## src/rtl/core/assert_macros.svh

```systemverilog
// Assertion helpers shared by the RTL.
`ifndef ASSERT_MACROS_SVH
`define ASSERT_MACROS_SVH

// Same-cycle implication.
`define BPM_ASSERT_IMPLY(name, clk, rst, ante, cons, msg) \
   name: assert property (@(posedge clk) disable iff (rst) (ante) |-> (cons)) \
      else $error(msg);

// Next-cycle implication.
`define BPM_ASSERT_NEXT(name, clk, rst, ante, cons, msg) \
   name: assert property (@(posedge clk) disable iff (rst) (ante) |=> (cons)) \
      else $error(msg);

`endif

```

## src/rtl/core/bpm_pkg.sv

```systemverilog
package bpm_pkg;

   localparam int BPM_ENTRIES   = 16;
   localparam int BPM_KEY_BITS  = 32;
   localparam int BPM_PIN_BITS  = 8;
   localparam int BPM_SLOT_BITS = $clog2(BPM_ENTRIES);
   localparam int BPM_CNT_BITS  = $clog2(BPM_ENTRIES + 1);
   localparam int BPM_MAX_BITS  = 5;
   localparam logic [BPM_MAX_BITS-1:0] BPM_MAX_RESET = BPM_MAX_BITS'(16);

   typedef logic [BPM_SLOT_BITS-1:0] bpm_slot_type;
   typedef logic [BPM_KEY_BITS-1:0]  bpm_key_type;
   typedef logic [BPM_PIN_BITS-1:0]  bpm_pins_type;
   typedef logic [BPM_CNT_BITS-1:0]  bpm_cnt_type;

   typedef enum logic [1:0] {
      OP_PIN   = 2'd0,
      OP_UNPIN = 2'd1,
      OP_READ  = 2'd2,
      OP_WRITE = 2'd3
   } bpm_op_type;

   typedef enum logic [2:0] {
      ST_HIT      = 3'd0,
      ST_FILLED   = 3'd1,
      ST_REPLACED = 3'd2,
      ST_RELEASED = 3'd3,
      ST_ABSENT   = 3'd4,
      ST_NO_FREE  = 3'd5
   } bpm_status_type;

   typedef struct packed {
      bpm_op_type  req_type;
      bpm_key_type file_key;
   } bpm_req_type;

   typedef struct packed {
      bpm_status_type status;
      bpm_slot_type   slot;
      logic           writeback;
      bpm_key_type    writeback_key;
      bpm_pins_type   pins_after;
      logic           dirty_after;
   } bpm_rsp_type;

   // lookup results handed to the update logic
   typedef struct packed {
      logic         hit;
      bpm_slot_type hit_idx;
      logic         any_free;
      bpm_slot_type head_idx;
   } bpm_look_type;

endpackage

```

## src/rtl/core/bpm_lookup.sv

```systemverilog
module bpm_lookup import bpm_pkg::*; (
   input  bpm_key_type              file_key,
   input  logic [BPM_ENTRIES-1:0]   valid,
   input  logic [BPM_ENTRIES-1:0]   in_fifo,
   input  bpm_key_type              keys [BPM_ENTRIES],
   input  bpm_slot_type             rank [BPM_ENTRIES],
   output bpm_look_type             look
);

   // Key match over all slots, lowest index wins; free-list head is the
   // unpinned slot at rank zero.
   always_comb begin
      look          = '0;
      look.any_free = |in_fifo;
      for (int i = BPM_ENTRIES - 1; i >= 0; i--) begin
         if (valid[i] && (keys[i] == file_key)) begin
            look.hit     = 1'b1;
            look.hit_idx = BPM_SLOT_BITS'(i);
         end
         if (in_fifo[i] && (rank[i] == '0)) begin
            look.head_idx = BPM_SLOT_BITS'(i);
         end
      end
   end

endmodule

```

## src/rtl/core/bpm_pool.sv

```systemverilog
module bpm_pool import bpm_pkg::*; (
   input  logic        clock,
   input  logic        reset,
   input  logic        go,
   input  bpm_req_type req,
   input  bpm_cnt_type limit,
   output bpm_rsp_type rsp
);

   bpm_key_type              key_ff   [BPM_ENTRIES];
   bpm_key_type              key_in   [BPM_ENTRIES];
   bpm_pins_type             pins_ff  [BPM_ENTRIES];
   bpm_pins_type             pins_in  [BPM_ENTRIES];
   bpm_slot_type             rank_ff  [BPM_ENTRIES];
   bpm_slot_type             rank_in  [BPM_ENTRIES];
   logic [BPM_ENTRIES-1:0]   valid_ff, valid_in;
   logic [BPM_ENTRIES-1:0]   pinned_ff, pinned_in;
   logic [BPM_ENTRIES-1:0]   dirty_ff, dirty_in;
   bpm_cnt_type              free_count_ff, free_count_in;
   bpm_cnt_type              used_count_ff, used_count_in;

   logic [BPM_ENTRIES-1:0]   in_fifo;
   bpm_look_type             look;

   bpm_slot_type             sel;
   logic                     room;
   logic                     sel_pinned, sel_dirty;
   bpm_pins_type             sel_pins, pins_inc, pins_dec;
   bpm_slot_type             sel_rank;
   bpm_key_type              sel_key;
   logic                     do_fill, do_new, do_hitpin, do_unpin, do_mark, do_remove;
   logic                     append;

   // a slot sits on the free list exactly when it is valid and unpinned
   assign in_fifo = valid_ff & ~pinned_ff;

   bpm_lookup u_lookup (
      .file_key (req.file_key),
      .valid    (valid_ff),
      .in_fifo  (in_fifo),
      .keys     (key_ff),
      .rank     (rank_ff),
      .look     (look)
   );

   always_comb begin
      room = used_count_ff < limit;
      if (look.hit) begin
         sel = look.hit_idx;
      end else if (room) begin
         sel = used_count_ff[BPM_SLOT_BITS-1:0];
      end else begin
         sel = look.head_idx;
      end

      sel_pinned = pinned_ff[sel];
      sel_dirty  = dirty_ff[sel];
      sel_pins   = pins_ff[sel];
      sel_rank   = rank_ff[sel];
      sel_key    = key_ff[sel];
      pins_inc   = (sel_pins == '1) ? sel_pins : BPM_PIN_BITS'(sel_pins + 1'b1);
      pins_dec   = (sel_pins == '0) ? sel_pins : BPM_PIN_BITS'(sel_pins - 1'b1);

      do_fill   = 1'b0;
      do_new    = 1'b0;
      do_hitpin = 1'b0;
      do_unpin  = 1'b0;
      do_mark   = 1'b0;
      do_remove = 1'b0;
      rsp        = '0;
      rsp.status = ST_ABSENT;
      if (look.hit) begin
         rsp.slot        = sel;
         rsp.pins_after  = sel_pins;
         rsp.dirty_after = sel_dirty;
      end

      unique case (req.req_type)
         OP_PIN: begin
            if (look.hit) begin
               do_hitpin       = 1'b1;
               do_remove       = !sel_pinned;
               rsp.status      = ST_HIT;
               rsp.pins_after  = pins_inc;
            end else if (room) begin
               do_fill         = 1'b1;
               do_new          = 1'b1;
               rsp.status      = ST_FILLED;
               rsp.slot        = sel;
               rsp.pins_after  = BPM_PIN_BITS'(1);
            end else if (look.any_free) begin
               // evict the oldest unpinned slot
               do_fill           = 1'b1;
               do_remove         = 1'b1;
               rsp.status        = ST_REPLACED;
               rsp.slot          = sel;
               rsp.writeback     = sel_dirty;
               rsp.writeback_key = sel_dirty ? sel_key : '0;
               rsp.pins_after    = BPM_PIN_BITS'(1);
            end else begin
               rsp.status = ST_NO_FREE;
            end
         end
         OP_UNPIN: begin
            if (look.hit && sel_pinned) begin
               do_unpin       = 1'b1;
               rsp.status     = ST_RELEASED;
               rsp.pins_after = pins_dec;
            end
         end
         OP_READ, OP_WRITE: begin
            if (look.hit && sel_pinned) begin
               do_mark         = (req.req_type == OP_WRITE);
               rsp.status      = ST_HIT;
               rsp.dirty_after = sel_dirty | do_mark;
            end
         end
         default: begin
            rsp.status = ST_ABSENT;
         end
      endcase
   end

   assign append = do_unpin && (pins_dec == '0);

   always_comb begin
      for (int i = 0; i < BPM_ENTRIES; i++) begin
         key_in[i]    = key_ff[i];
         pins_in[i]   = pins_ff[i];
         rank_in[i]   = rank_ff[i];
         valid_in[i]  = valid_ff[i];
         pinned_in[i] = pinned_ff[i];
         dirty_in[i]  = dirty_ff[i];
         if (go) begin
            // close the gap left by the slot leaving the free list
            if (do_remove && in_fifo[i] && (rank_ff[i] > sel_rank)) begin
               rank_in[i] = BPM_SLOT_BITS'(rank_ff[i] - 1'b1);
            end
            if (sel == BPM_SLOT_BITS'(i)) begin
               if (do_fill) begin
                  key_in[i]    = req.file_key;
                  valid_in[i]  = 1'b1;
                  pinned_in[i] = 1'b1;
                  dirty_in[i]  = 1'b0;
                  pins_in[i]   = BPM_PIN_BITS'(1);
               end
               if (do_hitpin) begin
                  pinned_in[i] = 1'b1;
                  pins_in[i]   = pins_inc;
               end
               if (do_unpin) begin
                  pins_in[i] = pins_dec;
               end
               if (append) begin
                  pinned_in[i] = 1'b0;
                  rank_in[i]   = free_count_ff[BPM_SLOT_BITS-1:0];
               end
               if (do_mark) begin
                  dirty_in[i] = 1'b1;
               end
            end
         end
      end

      free_count_in = free_count_ff;
      used_count_in = used_count_ff;
      if (go) begin
         if (append) begin
            free_count_in = BPM_CNT_BITS'(free_count_ff + 1'b1);
         end else if (do_remove) begin
            free_count_in = BPM_CNT_BITS'(free_count_ff - 1'b1);
         end
         if (do_new) begin
            used_count_in = BPM_CNT_BITS'(used_count_ff + 1'b1);
         end
      end
   end

   always_ff @(posedge clock) begin
      for (int i = 0; i < BPM_ENTRIES; i++) begin
         key_ff[i]  <= key_in[i];
         rank_ff[i] <= rank_in[i];
      end
   end

   always_ff @(posedge clock) begin
      if (reset) begin
         valid_ff      <= '0;
         pinned_ff     <= '0;
         dirty_ff      <= '0;
         free_count_ff <= '0;
         used_count_ff <= '0;
         for (int i = 0; i < BPM_ENTRIES; i++) begin
            pins_ff[i] <= '0;
         end
      end else begin
         valid_ff      <= valid_in;
         pinned_ff     <= pinned_in;
         dirty_ff      <= dirty_in;
         free_count_ff <= free_count_in;
         used_count_ff <= used_count_in;
         for (int i = 0; i < BPM_ENTRIES; i++) begin
            pins_ff[i] <= pins_in[i];
         end
      end
   end

endmodule

```

## src/rtl/core/pinned_buffer_pool_manager_unit.sv

```systemverilog
// A request word passes from the request register to the response register.
// Throughput: one request per cycle unless the response output stalls; the slot lookup
// and state update are combinational, between the request and response registers.
// Reset (synchronous, active high) empties the pool and the free list and sets
// the slot cap to 16; slot keys and free-list ranks are not cleared.
`include "assert_macros.svh"

module pinned_buffer_pool_manager_unit import bpm_pkg::*; (
   input  logic                    clock,
   input  logic                    reset,
   input  logic                    req_valid,
   output logic                    req_stall,
   input  bpm_req_type             req_data,
   output logic                    rsp_valid,
   input  logic                    rsp_stall,
   output bpm_rsp_type             rsp_data,
   input  logic                    csr_write,
   input  logic [BPM_MAX_BITS-1:0] csr_data
);

   logic [BPM_MAX_BITS-1:0] slot_cap_ff;
   logic                    in_valid_ff;
   bpm_req_type             in_data_ff;
   logic                    rsp_valid_ff;
   bpm_rsp_type             rsp_data_ff;
   logic                    out_ready;
   logic                    go;
   bpm_cnt_type             limit;
   bpm_rsp_type             result;

   assign out_ready = !rsp_valid_ff || !rsp_stall;
   assign go        = in_valid_ff && out_ready;
   assign req_stall = in_valid_ff && !out_ready;
   assign rsp_valid = rsp_valid_ff;
   assign rsp_data  = rsp_data_ff;

   always_comb begin
      if (int'(slot_cap_ff) < BPM_ENTRIES) begin
         limit = BPM_CNT_BITS'(slot_cap_ff);
      end else begin
         limit = BPM_CNT_BITS'(BPM_ENTRIES);
      end
   end

   bpm_pool u_pool (
      .clock (clock),
      .reset (reset),
      .go    (go),
      .req   (in_data_ff),
      .limit (limit),
      .rsp   (result)
   );

   always_ff @(posedge clock) begin
      if (reset) begin
         slot_cap_ff  <= BPM_MAX_RESET;
         in_valid_ff  <= 1'b0;
         rsp_valid_ff <= 1'b0;
      end else begin
         if (csr_write) begin
            slot_cap_ff <= csr_data;
         end
         if (!req_stall) begin
            in_valid_ff <= req_valid;
         end
         if (out_ready) begin
            rsp_valid_ff <= go;
         end
      end
   end

   always_ff @(posedge clock) begin
      if (req_valid && !req_stall) begin
         in_data_ff <= req_data;
      end
      if (go) begin
         rsp_data_ff <= result;
      end
   end

   `BPM_ASSERT_NEXT(a_go_gives_rsp, clock, reset, go, rsp_valid_ff,
      "accepted request did not produce a response word")
   `BPM_ASSERT_IMPLY(a_wb_only_replace, clock, reset, rsp_valid_ff && rsp_data_ff.writeback,
      rsp_data_ff.status == ST_REPLACED, "writeback without replacement")
   `BPM_ASSERT_IMPLY(a_no_free_clean, clock, reset,
      rsp_valid_ff && (rsp_data_ff.status == ST_NO_FREE),
      (rsp_data_ff.slot == '0) && (rsp_data_ff.pins_after == '0),
      "no-free response carries slot data")
   `BPM_ASSERT_IMPLY(a_pinned_has_pins, clock, reset,
      rsp_valid_ff && ((rsp_data_ff.status == ST_FILLED) ||
      (rsp_data_ff.status == ST_REPLACED) ||
      ((rsp_data_ff.status == ST_HIT) && (rsp_data_ff.pins_after == '0) == 1'b0)),
      rsp_data_ff.pins_after != '0, "pinned slot reports zero pins")

endmodule
```

## config.mk

```make
export PLATFORM = sky130hd
export DESIGN_NAME = pinned_buffer_pool_manager_unit
export DESIGN_NICKNAME = d
export VERILOG_FILES = /design/src/rtl/core/bpm_pkg.sv /design/src/rtl/core/bpm_lookup.sv /design/src/rtl/core/bpm_pool.sv /design/src/rtl/core/pinned_buffer_pool_manager_unit.sv
export VERILOG_INCLUDE_DIRS = /design/src /design/src/rtl/core
export SDC_FILE = /design/constraint.sdc
export NUM_CORES = 2
export LEC_CHECK = 0
export BUFFER_PORTS_ARGS = -buffer_cell sky130_fd_sc_hd__buf_4
export CELL_PAD_IN_SITES_DETAIL_PLACEMENT = 0
export CELL_PAD_IN_SITES_GLOBAL_PLACEMENT = 1
export CORE_AREA = 10 10 328 330
export DETAILED_ROUTE_END_ITERATION = 7
export DIE_AREA = 0 0 338 340
export PLACE_DENSITY = 0.77
export RECOVER_POWER = 100
export SYNTH_ARGS = -nofsm -noshare
export SYNTH_HDL_FRONTEND = slang
export SYNTH_HIERARCHICAL = 1
export SYNTH_SLANG_ARGS = --single-unit
export TNS_END_PERCENT = 20
```

## constraint.sdc

```tcl
create_clock -name clock -period 16.6 [get_ports clock]
set_clock_uncertainty 0.2 [all_clocks]
set_input_delay 3.32 -clock clock [delete_from_list [all_inputs] [get_ports clock]]
set_output_delay 3.32 -clock clock [all_outputs]
set_load 0.01 [all_outputs]
```

==> impl_results.md <==
- Outcome: complete, but fails checks
- Violated checks: capacitance limit, slew limit
- Seq/Total Area, Yosys: between 50% and 60%
- WL/cell: 28.2 um
- Gpl congestion: approximately 0.95
- Largest net degree at the start of global routing: 179
- Ys async rst share: 0%
- Ys Warns: 6
- Area growth from synthesis to layout: 10.2%
- Initial antenna violation count: 6
- CP max stage cell: clkbuf_1
- EDFF count, synth: slightly below 800
- Seq cells post-synth: 851
- RSZ-0062 raised after global routing: false
- Slew HR: -407%
- Post-synthesis cell type count: 81
- Worst stage delay on the critical path: 5.28 ns
- DRC: 0
- DP Worst Slack: between 5 and 6 ns
- Met1 Usage GRT: 37.3%
- Clock root buffer: clkbuf_16
- Die X: between 300 and 400 um
- Grt total ovfl: 0
- Final Hold Vio Count: 0
- Avg Inst Size Synth: 10.9 um^2
- Post-CTS setup buffer count: 0
- Post-synth top flop: edfxtp_1
- Initial drt markers: 4544
- CP arrival: 12.91 ns
- Cell taking the most area after synthesis: edfxtp_1
- WP data required: roughly 17 ns
- Vias in the first global route: 31.2k
- Cells after Synth: between 4k and 5k
- Final worst slack: between 3 and 4 ns
- Met3 usage: 3.76%
- Final wirelength: 157000 um
- Leakage Power: 16.7 nW
- Post-route ant nets: 0
- Die Y-Extent: 340 um
- Sink Count: 851
- CTS tree: built
- Worst-Margin Slew: 7.61 ns
- Port bufs: 94
- Detailed placer's ending HPWL: 105000 um
- Post-cts resize count: 0
- Vias/cell: approximately 6.0
- Minimum clock period: 12.88 ns
- Core outline area: 101000 um^2
- CTS clk-pin slew, worst paths: 0.05 ns
- Fillers: between 9k and 10k
- Cell area after synthesis: 45000 um^2
- GRT met2 Usage: around two fifths
- Routed via count: 33.6k
- I/O pins: 95
- Synth area leaders: edfxtp_1, xnor2_1, nand2_1
- Power per cell area: 98.7 nW/um^2
- Period utilization: 77.6%
- Yosys top cell area share: between 50% and 60%
- Maximum VDD drop: 0.0929 mV
- Max clock buf depth: 3
- Hold crit path type: flip-flop to flip-flop
- Syn nets: 4245
- Detailed Routing Iterations Pass 1: 6
- GRT Overall Usage: 26.4%
- Layout cells sized above 1: 7.32%
- Top Usage Layer GRT: met2
- Final Max Tran Viols: around 1.9k
- Final-stage net count: 4261
- Total of max-cap violations: between 50 and 60
- DIE AREA: 115000 um^2
- CTS buffer count: 93
- Setup violators final: 0
- Total power: 4.89 mW
- Endpoint class of the critical path: flip-flop
- Cell Chain, Critical Path: clkbuf_1 -> a21boi_4 -> clkbuf_1 -> o211ai_1 -> clkbuf_1 -> nor4_1 -> clkbuf_1
- Hold buffers post-CTS: 0
- Final TNS setup: 0 ns
- Max frequency: 77.6 MHz
- Initial Utilization: 44.4%
- CP most frequent cell: clkbuf_1
- Row cnt: 117
- Global-route wire length before repair: 224000 um
- Crit-path max FO: 120
- Clk_lat worst skew: 0.70 ns
- H-tree depth: 3
- Startpoint Class: primary input
- Critical path class: primary input to flip-flop
==> placed cells by master, fill, tap and decap left out, drive strengths merged, types with 6 or more instances in the layout <==
cell type,instances
edfxtp,787
nand2,746
xnor2,475
clkbuf,261
nand3,202
nor2,199
a21oi,180
nand4,126
nor4,105
and3,99
nor3,91
ha,89
xor2,86
mux2,72
a31oi,69
inv,68
dfxtp,64
o21ai,50
o22ai,46
nor2b,42
clkinv,39
mux2i,37
buf,33
nand2b,31
o211ai,23
a211oi,23
o21bai,20
or4,19
bufinv,16
a311oi,14
a21o,12
and2,12
or3,7
a22oi,6
==> final timing paths <==
path             startpoint                      end  slack, ns  cells after the start
max               rsp_stall       u_pool/key_ff[236]       3.72                      7
min          slot_cap_ff[2]           slot_cap_ff[2]       0.29                      2
max reg2reg  in_data_ff[22]  u_pool/free_count_ff[3]       3.83                     30
min reg2reg  slot_cap_ff[2]           slot_cap_ff[2]       0.29                      2
==> critical path: cells and delay by family <==
kind / cells / cell delay [ns]
buf+inv: 4 / 8.31
simple gates: 1 / 0.62
compound gates: 2 / 0.58
==> through the flow <==
step                hold WS (ns)  util [%]  area, um^2  cells
global placement           0.270      46.4       47000   5400
detailed placement         0.276      46.4       47000   5400
floorplan                  0.247         -       45000   4111
global route               0.320      49.0       49500   5574
finish                     0.288      49.0       49500   5576
CTS                        0.292      49.6       50200   5574
==> Yosys cell counts, types with 27 or more instances <==
cell	n
a21oi_1	179
a31oi_1	69
and3_1	99
buf_1	27
buf_2	59
buf_6	30
clkbuf_1	135
dfxtp_1	64
edfxtp_1	787
ha_1	89
inv_1	63
mux2_1	28
mux2_2	44
mux2i_1	37
nand2_1	734
nand2b_1	30
nand3_1	200
nand4_1	125
nor2_1	198
nor2b_1	42
nor3_1	73
nor4_1	103
o21ai_0	48
o22ai_1	46
xnor2_1	474
xor2_1	86
==> per-layer routing <==
layer	wire length, um	vias up	part of all wire (%)
met2	70400	1800	45
met1	65000	16700	41
li1	-	14900	-
met3	14600	278	9.3
met5	13	-	0.0083
met4	7010	2	4.5
==> cells by family after synthesis <==
group                    after synthesis  share of synthesized area (%)
XOR/XNOR                             561                           10.9
AO/OA/AOI/OAI                        486                           6.77
buffers and inverters                325                           3.50
adder cells (fa/ha/maj)               90                           2.52
AND/OR/NAND/NOR                     1689                           18.2
flip-flops                           851                           55.4
multiplexers                         109                           2.63
==> where the power goes <==
part	internal [mW]	switching (mW)
clock network	1.29	0.903
logic	0.0923	0.223
registers	2.37	0.0117
==> state kept, by name, indices dropped and copies added (netlist names) <==
register and cells:
in_valid_ff 1, u_pool/valid_ff 16, u_pool/rank_ff 64, u_pool/pins_ff 128
u_pool/dirty_ff 16, rsp_data 49, u_pool/used_count_ff 5, slot_cap_ff 5
rsp_valid 1, u_pool/free_count_ff 4, u_pool/key_ff 512, in_data_ff 34
u_pool/pinned_ff 16
==> cell type report <==
| cell class | count | area, um^2 | share of cell area (%) |
|---|---|---|---|
| Sequential cell | 851 | 24900 | 50.3 |
| Clock inverter | 63 | 787 | 1.59 |
| Antenna cell | 2 | 5.00 | 0.0101 |
| Timing Repair Buffer | 183 | 946 | 1.91 |
| Tap cell | 1368 | 1710 | 3.46 |
| Multi-Input combinational cell | 2935 | 18500 | 37.4 |
| Clock buffer | 111 | 2400 | 4.85 |
| Inverter | 63 | 236 | 0.477 |
Note: power is estimated with default switching activity, not from simulation.
